`src/sv/slm_pkg.sv`:
```
// Package of the sorted list merger: sizes, operation codes, control structs
// and value conversion helpers. No dependencies.
`default_nettype none

package slm_pkg;

    localparam int LIST_DEPTH  = 32;
    localparam int VALUE_WIDTH = 32;
    localparam int PORT_WIDTH  = 32;
    localparam int CNT_W       = $clog2(LIST_DEPTH + 1);

    typedef logic [VALUE_WIDTH-1:0] elem_t;
    typedef logic [CNT_W-1:0]       count_t;

    typedef enum logic [1:0] {
        OP_PUSH_FIRST  = 2'd0,
        OP_PUSH_SECOND = 2'd1,
        OP_MERGE       = 2'd2,
        OP_UNUSED      = 2'd3
    } op_t;

    typedef struct packed {
        logic push;
        logic pop;
    } list_ctrl_t;

    typedef struct packed {
        count_t count;
        logic   empty;
        logic   full;
    } list_stat_t;

    // Keep the low VALUE_WIDTH bits of an input value.
    function automatic elem_t to_elem(input logic [PORT_WIDTH-1:0] v);
        logic [63:0] w;
        w = 64'(v);
        return w[VALUE_WIDTH-1:0];
    endfunction

    // Present a stored element on the 32-bit result field.
    function automatic logic [PORT_WIDTH-1:0] to_port(input elem_t v);
        logic [63:0] w;
        w = 64'(v);
        return w[PORT_WIDTH-1:0];
    endfunction

endpackage

`default_nettype wire

```
`src/sv/slm_if.sv`:
```
// Handshake interfaces of the sorted list merger: command items in, merged
// result items out. Depends on slm_pkg.
`default_nettype none

interface slm_cmd_if;
    import slm_pkg::*;

    logic               valid;
    logic               ready;
    logic [1:0]         operation;
    logic signed [31:0] value;

    modport source (output valid, output operation, output value, input ready);
    modport sink   (input valid, input operation, input value, output ready);
endinterface

interface slm_res_if;
    import slm_pkg::*;

    logic               valid;
    logic               ready;
    logic signed [31:0] merged_value;
    logic               last;
    logic               overflowed;

    modport source (output valid, output merged_value, output last, output overflowed,
                    input ready);
    modport sink   (input valid, input merged_value, input last, input overflowed,
                    output ready);
endinterface

`default_nettype wire

```
`src/sv/slm_cell.sv`:
```
// One storage cell of a list chain: loads a pushed element or takes its
// upper neighbor's element when the list pops. Depends on slm_pkg.
`default_nettype none

module slm_cell (
    input  wire logic          clk,
    input  wire logic          load,
    input  wire logic          shift,
    input  wire slm_pkg::elem_t load_data,
    input  wire slm_pkg::elem_t neighbor_data,
    output slm_pkg::elem_t      data
);
    import slm_pkg::*;

    elem_t data_reg;

    always_ff @(posedge clk)
    begin
        if (load)
        begin
            data_reg <= load_data;
        end
        else if (shift)
        begin
            data_reg <= neighbor_data;
        end
    end

    assign data = data_reg;

endmodule

`default_nettype wire

```
`src/sv/slm_list.sv`:
```
// One list: a chain of slm_cell with its fill count. Pushes land in the cell
// at the fill count; a pop moves every cell down by one. Depends on slm_pkg.
`default_nettype none

module slm_list (
    input  wire logic               clk,
    input  wire logic               rst_n,
    input  wire slm_pkg::list_ctrl_t ctrl,
    input  wire slm_pkg::elem_t      push_data,
    output slm_pkg::elem_t           head,
    output slm_pkg::list_stat_t      stat
);
    import slm_pkg::*;

    elem_t  cell_data [LIST_DEPTH];
    count_t count_reg;
    count_t count_next;

    genvar i;
    generate
        for (i = 0; i < LIST_DEPTH; i++)
        begin : g_cell
            elem_t neighbor;
            if (i == LIST_DEPTH - 1)
            begin : g_top
                assign neighbor = cell_data[i];
            end
            else
            begin : g_mid
                assign neighbor = cell_data[i+1];
            end

            slm_cell u_cell (
                .clk           (clk),
                .load          (ctrl.push && (count_reg == CNT_W'(i))),
                .shift         (ctrl.pop),
                .load_data     (push_data),
                .neighbor_data (neighbor),
                .data          (cell_data[i])
            );
        end
    endgenerate

    always_comb
    begin
        count_next = count_reg;
        if (ctrl.push)
        begin
            count_next = count_reg + 1'b1;
        end
        else if (ctrl.pop)
        begin
            count_next = count_reg - 1'b1;
        end
    end

    always_ff @(posedge clk or negedge rst_n)
    begin
        if (!rst_n)
        begin
            count_reg <= '0;
        end
        else
        begin
            count_reg <= count_next;
        end
    end

    assign head       = cell_data[0];
    assign stat.count = count_reg;
    assign stat.empty = (count_reg == '0);
    assign stat.full  = (count_reg == CNT_W'(LIST_DEPTH));

endmodule

`default_nettype wire

```
`src/sv/sorted_list_merger_core.sv`:
```
// Sorted list merger. A push or an unused code leaves the state idle. A merge
// first moves the state to ST_MERGE, then emits one element per cycle while the sink
// takes them; each result passes through the result valid register, and the
// command side waits until the last element has been picked from the cell chains.
// Reset clears the fill counts, the overflow flag, the state and the result
// valid; the cell contents are not reset.
`default_nettype none

module sorted_list_merger_core (
    input  wire logic clk,
    input  wire logic rst_n,
    slm_cmd_if.sink   cmd,
    slm_res_if.source result
);
    import slm_pkg::*;

    typedef enum logic {
        ST_IDLE,
        ST_MERGE
    } state_t;

    state_t     state_reg;
    logic       overflow_reg;
    logic       flag_snap_reg;
    logic       res_valid_reg;
    logic [PORT_WIDTH-1:0] res_value_reg;
    logic       res_last_reg;
    logic       res_ovf_reg;

    list_ctrl_t ctrl_a, ctrl_b;
    list_stat_t stat_a, stat_b;
    elem_t      head_a, head_b;
    elem_t      push_elem;

    logic accept;
    logic op_push_a, op_push_b, op_merge;
    logic slot_free, emit, take_first, final_elem;

    assign accept    = cmd.valid && cmd.ready;
    assign op_push_a = accept && (cmd.operation == OP_PUSH_FIRST);
    assign op_push_b = accept && (cmd.operation == OP_PUSH_SECOND);
    assign op_merge  = accept && (cmd.operation == OP_MERGE);
    assign push_elem = to_elem($unsigned(cmd.value));

    assign slot_free  = !res_valid_reg || result.ready;
    assign emit       = (state_reg == ST_MERGE) && slot_free &&
                        !(stat_a.empty && stat_b.empty);
    // Ties go to the first list.
    assign take_first = stat_b.empty ||
                        (!stat_a.empty && ($signed(head_a) <= $signed(head_b)));
    assign final_elem = (stat_a.count == CNT_W'(1) && stat_b.empty) ||
                        (stat_b.count == CNT_W'(1) && stat_a.empty);

    assign ctrl_a.push = op_push_a && !stat_a.full;
    assign ctrl_b.push = op_push_b && !stat_b.full;
    assign ctrl_a.pop  = emit && take_first;
    assign ctrl_b.pop  = emit && !take_first;

    slm_list u_list_a (
        .clk       (clk),
        .rst_n     (rst_n),
        .ctrl      (ctrl_a),
        .push_data (push_elem),
        .head      (head_a),
        .stat      (stat_a)
    );

    slm_list u_list_b (
        .clk       (clk),
        .rst_n     (rst_n),
        .ctrl      (ctrl_b),
        .push_data (push_elem),
        .head      (head_b),
        .stat      (stat_b)
    );

    always_ff @(posedge clk or negedge rst_n)
    begin
        if (!rst_n)
        begin
            state_reg     <= ST_IDLE;
            overflow_reg  <= 1'b0;
            flag_snap_reg <= 1'b0;
            res_valid_reg <= 1'b0;
        end
        else
        begin
            case (state_reg)
                ST_IDLE:
                begin
                    if ((op_push_a && stat_a.full) || (op_push_b && stat_b.full))
                    begin
                        overflow_reg <= 1'b1;
                    end
                    if (op_merge)
                    begin
                        flag_snap_reg <= overflow_reg;
                        overflow_reg  <= 1'b0;
                        state_reg     <= ST_MERGE;
                    end
                end
                ST_MERGE:
                begin
                    if ((stat_a.empty && stat_b.empty) || (emit && final_elem))
                    begin
                        state_reg <= ST_IDLE;
                    end
                end
                default:
                begin
                    state_reg <= ST_IDLE;
                end
            endcase

            if (slot_free)
            begin
                res_valid_reg <= emit;
            end
        end
    end

    // Result payload needs no reset.
    always_ff @(posedge clk)
    begin
        if (emit)
        begin
            res_value_reg <= to_port(take_first ? head_a : head_b);
            res_last_reg  <= final_elem;
            res_ovf_reg   <= flag_snap_reg;
        end
    end

    assign cmd.ready           = (state_reg == ST_IDLE);
    assign result.valid        = res_valid_reg;
    assign result.merged_value = $signed(res_value_reg);
    assign result.last         = res_last_reg;
    assign result.overflowed   = res_ovf_reg;

endmodule

`default_nettype wire

```
`src/flat_wrapper.sv`:
```
// flat-port wrapper written by rule: the top's interface ports become plain ports
module sorted_list_merger_core_flat import slm_pkg::*;
  (clk, rst_n, cmd_valid, cmd_operation, cmd_value, cmd_ready, result_valid, result_merged_value, result_last, result_overflowed, result_ready);
  slm_cmd_if cmd_i ();
  slm_res_if result_i ();
  input  wire logic clk;
  input  wire logic rst_n;
  input wire logic [$bits(cmd_i.valid)-1:0] cmd_valid;
  input wire logic [$bits(cmd_i.operation)-1:0] cmd_operation;
  input wire logic [$bits(cmd_i.value)-1:0] cmd_value;
  output wire logic [$bits(cmd_i.ready)-1:0] cmd_ready;
  output wire logic [$bits(result_i.valid)-1:0] result_valid;
  output wire logic [$bits(result_i.merged_value)-1:0] result_merged_value;
  output wire logic [$bits(result_i.last)-1:0] result_last;
  output wire logic [$bits(result_i.overflowed)-1:0] result_overflowed;
  input wire logic [$bits(result_i.ready)-1:0] result_ready;
  assign cmd_i.valid = cmd_valid;
  assign cmd_i.operation = cmd_operation;
  assign cmd_i.value = cmd_value;
  assign cmd_ready = cmd_i.ready;
  assign result_valid = result_i.valid;
  assign result_merged_value = result_i.merged_value;
  assign result_last = result_i.last;
  assign result_overflowed = result_i.overflowed;
  assign result_i.ready = result_ready;
  sorted_list_merger_core u_core (.clk(clk), .rst_n(rst_n), .cmd(cmd_i), .result(result_i));
endmodule
```
`config.mk`:
```
export PLATFORM = sky130hd
export DESIGN_NAME = sorted_list_merger_core_flat
export DESIGN_NICKNAME = d
export VERILOG_FILES = /design/src/sv/slm_pkg.sv /design/src/sv/slm_if.sv /design/src/sv/slm_cell.sv /design/src/sv/slm_list.sv /design/src/sv/sorted_list_merger_core.sv /design/src/flat_wrapper.sv
export SDC_FILE = /design/constraint.sdc
export NUM_CORES = 2
export LEC_CHECK = 0
export BUFFER_PORTS_ARGS = -buffer_cell sky130_fd_sc_hd__buf_2
export CAP_MARGIN = 40
export CORE_MARGIN = 5
export CORE_UTILIZATION = 35
export CTS_CLUSTER_DIAMETER = 80
export DETAILED_ROUTE_END_ITERATION = 7
export PLACE_DENSITY_LB_ADDON = 0.25
export SETUP_SLACK_MARGIN = 0.5
export SLEW_MARGIN = 40
export SYNTH_ARGS = -nofsm -noshare
export SYNTH_HDL_FRONTEND = slang
export SYNTH_SLANG_ARGS = --single-unit
```
`constraint.sdc`:
```
create_clock -name clk -period 5.6 [get_ports clk]
set_clock_uncertainty 0.1 [all_clocks]
set_input_delay 1.12 -clock clk [delete_from_list [all_inputs] [get_ports clk]]
set_output_delay 1.12 -clock clk [all_outputs]
set_load 0.02 [all_outputs]
```
# == Word level (Yosys, flattened, before mapping) ==
# Cells that the tools add are included.
# op_classes
n_addsub,4
n_lt_le_gt_ge,1
n_eq_ne,66
n_mux,134
bitwise,1
n_reduce_logical,162
# ops
cell,count
$mux 32,125
$eq 6x5->1 const B,32
$reduce_bool 2->1,65
$eq 6x4->1 const B,16
$logic_and 1x1->1,81
$eq 6x3->1 const B,8
$le 32x32->1,1
$eq 6x2->1 const B,4
$mux 6,4
$add 6x1->6 const B,2
$eq 6x1->1 const B,2
$eq 6x6->1 const B,2
$logic_not 6->1,2
$sub 6x1->6 const B,2
$logic_not 1->1,6
$logic_or 1x1->1,5
$mux 1,4
$reduce_and 2->1,2
$eq 2x1->1 const B,1
$eq 2x2->1 const B,1
$logic_not 2->1,1
$pmux 1 s2,1
$not 1->1,1
# totals
ff_bits,2098
in_bits,38
output_inout_bits,36
word_cells,441

# == Logic depth before layout (Yosys ltp) ==
# logic_depth
ltp_word,8
mapped_depth,13
mapped_depth_nobuf,11

# == Cells and area by module ==
# Synthesis repeated with hierarchy kept, for this count alone.
# unflattened
hier_cells,4965
area_unflattened_um2,101071.9
# modules_own_cells
module,instances,cells_per_inst,area_each_um2,seq_area_each_um2
slm_cell,64,69,1507.7,960.9
sorted_list_merger_core,1,378,3318.2,1121.1
slm_list (u_core.u_list_a),1,85,676.9,150.1
slm_list (u_core.u_list_b),1,86,584.3,150.1

# == Least setup slack after synthesis ==
# OpenSTA, ideal clock, no wires.
# synth_timing
path_type,input to register
from,in cmd_valid
to,reg u_core.u_list_a.g_cell[21].u_cell.data_reg[0] (enable)
setup_ps,466
t_arrival_ps,4179
t_required_ps,5034
path_slack_ps,855
stages,6
n_path_buf,0
cell_sequence,nand2_2 nor3_2 nand2b_4 nor2_4 nand3_1 o21ai_0
# synth_via
elab_chain_len,5
# synth_rtl
element,line,text
from (decl),flat_wrapper.sv:8,input wire logic [$bits(cmd_i.valid)-1:0] cmd_valid;
$logic_and 1x1->1,sorted_list_merger_core.sv:39,assign accept = cmd.valid && cmd.ready;
$logic_and 1x1->1,sorted_list_merger_core.sv:40,assign op_push_a = accept && (cmd.operation == OP_PUSH_FIRST);
$logic_and 1x1->1,sorted_list_merger_core.sv:54,assign ctrl_a.push = op_push_a && !stat_a.full;
$logic_and 1x1->1,slm_list.sv:35,".load (ctrl.push && (count_reg == CNT_W'(i))),"
$reduce_bool 2->1 (no source line),--,
to (signal assigned),slm_cell.sv:21,data_reg <= load_data;
to (signal assigned),slm_cell.sv:25,data_reg <= neighbor_data;
to (decl),slm_cell.sv:15,elem_t data_reg;
# Every way passes these cells.
# A chain may end at the register's enable or synchronous reset.

# == Worst setup path in the final report ==
# layout_timing
from,reg u_core.u_list_a.g_cell[0].u_cell.data_reg[14]
to,reg u_core.u_list_a.g_cell[15].u_cell.data_reg[23] (enable)
# layout_via
elab_chain_len,5
# layout_rtl
element,line,text
from (decl),slm_cell.sv:15,
from (signal assigned),slm_cell.sv:21,
from (signal assigned),slm_cell.sv:25,
$le 32x32->1,sorted_list_merger_core.sv:50,(!stat_a.empty && ($signed(head_a) <= $signed(head_b)));
$logic_and 1x1->1,sorted_list_merger_core.sv:50,
$logic_or 1x1->1,sorted_list_merger_core.sv:49,assign take_first = stat_b.empty ||
$logic_and 1x1->1,sorted_list_merger_core.sv:56,assign ctrl_a.pop = emit && take_first;
$reduce_bool 2->1 (no source line),--,
to (signal assigned),slm_cell.sv:21,
to (signal assigned),slm_cell.sv:25,
to (decl),slm_cell.sv:15,
# Every way passes these cells.

==> metrics.txt <==
status=complete, no violations; post-synth top area share=0.698; final RePlAce weighted congestion=0.797; vias in the first global route=43900; cell row count=185; Syn Inst Count=4930; routed vias/inst=4.85; Hold Buf Count CTS=0; Avg Inst Size Synth=18.2 um2; 1st-iter DRT viols=2733; Seq/Total Area, Yosys=0.703; Crit Path Max Fanout=27; clk slew on worst S/H paths=60 ps; Post-synth EDFFs=2082; Setup WS pre-CTS=919 ps; crit path capture=u_core.u_list_a.g_cell[15].u_cell.data[23]; period utilization=0.836; Data arrival, critical path=5070 ps; port bufs=73; worst min path class=in -> async; crit-path max cell delay=650 ps; Initial Utilization=0.352; clk_lat worst skew=860 ps; main flop type after synthesis=edfxtp_1; Post-Synthesis Cell Area=89500 um2; DPL Wire Length=112000 um; Synth area leader=edfxtp_1; Pwr Density=619 nW/um2; Worst R2R Path Depth=11; largest net degree at the start of global routing=66; syn nets=5010; TritonCTS Sinks=2098; CP delay by family, top=simple AND/OR/NAND/NOR gates; LEAKAGE=33.8 nW; layout cell share with drive strength beyond 1=0.473; ANT nets after route=0; cell count after placement=8119; gr ovfl total=0; Fillers=22700; clk root buf=clkbuf_16; r2r startpoint=u_core.u_list_a.g_cell[0].u_cell.data[14]; final layout net count=5053; Critical path buffers and inverters=2; non-filler cells in the finished layout=8524; Area growth, synth to finish=12.5%; Max-cap violations=0; first-pass GRT wire length=285000 um; DRT Pass-1 Iters=5; Worst VDD drop=0.349 mV; DRC violations left=0; CP max-delay cell=nand3_2; CTS tree=built; minimum clock period=4680 ps; DR vias=41400; top area cells in the synthesized netlist=edfxtp_1 70%, mux2_2 24%, mux2_1 1.4%, clkbuf_1 0.97%, buf_2 0.70%; Slew Viols, Final=0; flops & latches, synth=2098; setup TNS=0 ps; Die Y=516 um; Post-CTS Setup Repair Bufs=0; reg2reg end=u_core.u_list_a.g_cell[15].u_cell.data[23]; Post-synth ARST share=0.00763; total track usage=0.139; critical path type=reg -> reg; endpoint type of the worst setup path=flop; clock tree buffer depth=3; Fin. Hold Viols=0; die width=516 um; core area=254000 um2; Resize count post-CTS=0; TritonCTS buffer count=218; RSZ-0062 raised after global routing=false; Slew @ Worst Pin=820 ps; crit path cell chain=ha_1 -> nand4_1 -> nor4b_2 -> a21boi_0 -> o31ai_1 -> and4_1 -> o21ai_1 -> nand3_2 -> buf_4 -> nand2_1 -> buf_4; H-tree levels=4; Avg WL per Cell=21.6 um; Max Freq=214 MHz; die area=266000 um2; # setup viols final=0; synth warn=0; FF-to-FF setup slack=920 ps; Worst setup startpoint=u_core.u_list_a.g_cell[0].u_cell.data[14]; most used cell, CP=buf_4; relative slew slack=0.450; WP depth=11; setup slack after layout=917 ps; antenna violations before repair=15; Startpoint Class=flop; Crit path required time=5990 ps; count of different cell masters after synthesis=56; total wire length=184000 um; I/O pin count=74
-- report_power, final --
part / internal, W / total [W] / switching [W]
Combinational: 0.00627 / 0.0156 / 0.00934
Sequential: 0.0308 / 0.0330 / 0.00227
Clock: 0.00765 / 0.0137 / 0.00605
-- final cells by class --
type | count | area (um2) | area share
Antenna cell | 8 | 20.0 | 0.000199
Multi-Input combinational cell | 2374 | 24800 | 0.246
Sequential cell | 2098 | 62900 | 0.625
Inverter | 41 | 154 | 0.00153
Clock buffer | 280 | 5760 | 0.0572
Timing Repair Buffer | 240 | 1790 | 0.0178
Tap cell | 3366 | 4210 | 0.0418
Clock inverter | 117 | 1030 | 0.0102
-- Yosys cell counts (4+ instances only) --
| library cell | n |
|---|---|
| edfxtp_1 | 2082 |
| mux2_2 | 1871 |
| clkbuf_1 | 231 |
| nand2_1 | 142 |
| buf_2 | 126 |
| mux2_1 | 115 |
| buf_1 | 56 |
| o21ai_0 | 45 |
| ha_1 | 42 |
| inv_1 | 39 |
| nor2_1 | 23 |
| dfrtp_1 | 16 |
| a21oi_1 | 15 |
| nand3_1 | 15 |
| nand3_2 | 10 |
| nand4_1 | 10 |
| and2_1 | 9 |
| and3_1 | 6 |
| xnor2_1 | 6 |
| and4_1 | 4 |
| nand2b_1 | 4 |
| nor2b_1 | 4 |
| nor4_1 | 4 |
| xor2_1 | 4 |
-- cell families after synthesis --
kind of cell | Yosys count | synth area share
fa+ha+maj | 42 | 0.00587
buf+inv | 458 | 0.0213
flops | 2098 | 0.703
compound gates | 83 | 0.00537
mux | 1986 | 0.250
simple gates | 253 | 0.0140
xor+xnor | 10 | 0.000978
-- cells in the final DEF, fill, tap and decap left out, drive strengths merged, types with 4 or more instances in the layout --
master     n
nor2b      5
diode      8
nor2      26
nand2b     5
inv       44
xnor2      6
nand2    143
o21ai     47
and2      10
clkinv   103
and3       6
buf      240
edfxtp  2082
mux2    1986
dfrtp     16
nand4     10
xor2       4
nor4       5
a21oi     15
ha        42
bufinv     8
and4       4
nor3       4
nand3     25
clkbuf   280
-- metrics by stage --
stage / util / hold slack [ps] / total power (W) / instance area [um2]
after floorplan: - / 319 / 0.0436 / 89500
after global placement: 0.369 / 350 / 0.0489 / 93700
after detailed placement: 0.369 / 363 / 0.0490 / 93900
after CTS: 0.396 / 9.17 / 0.0631 / 101000
after global routing: 0.396 / 58.4 / 0.0658 / 101000
final: 0.396 / 101 / 0.0623 / 101000
-- worst min-delay path by stage --
| stage | from | endpoint | slack, ps | cells after the start |
|---|---|---|---|---|
| floorplan | u_core.flag_snap_reg | u_core.result.overflowed | 320 | 0 |
| global placement | u_core.flag_snap_reg | u_core.result.overflowed | 350 | 0 |
| detailed placement | u_core.flag_snap_reg | u_core.result.overflowed | 360 | 0 |
| CTS | rst_n | u_core.flag_snap_reg | 9 | 1 |
| global route | rst_n | u_core.flag_snap_reg | 60 | 1 |
| finish | rst_n | u_core.flag_snap_reg | 100 | 1 |
-- metal layers --
| layer | wire, um | global-route usage |
|---|---|---|
| met3 | 7230 | 0.0232 |
| met4 | 4140 | 0.0392 |
| met5 | 0 | 0 |
| met2 | 83800 | 0.216 |
| met1 | 88900 | 0.200 |
-- worst reg2reg max path, delay by kind of cell, from the launching register on --
kind                     cells  cell delay (ps)
buffers and inverters        2              740
adder cells (fa/ha/maj)      1              350
flip-flops                   1              410
AND/OR/NAND/NOR              5             1630
AO/OA/AOI/OAI                3             1070
Power figures use the tool's default switching activity.
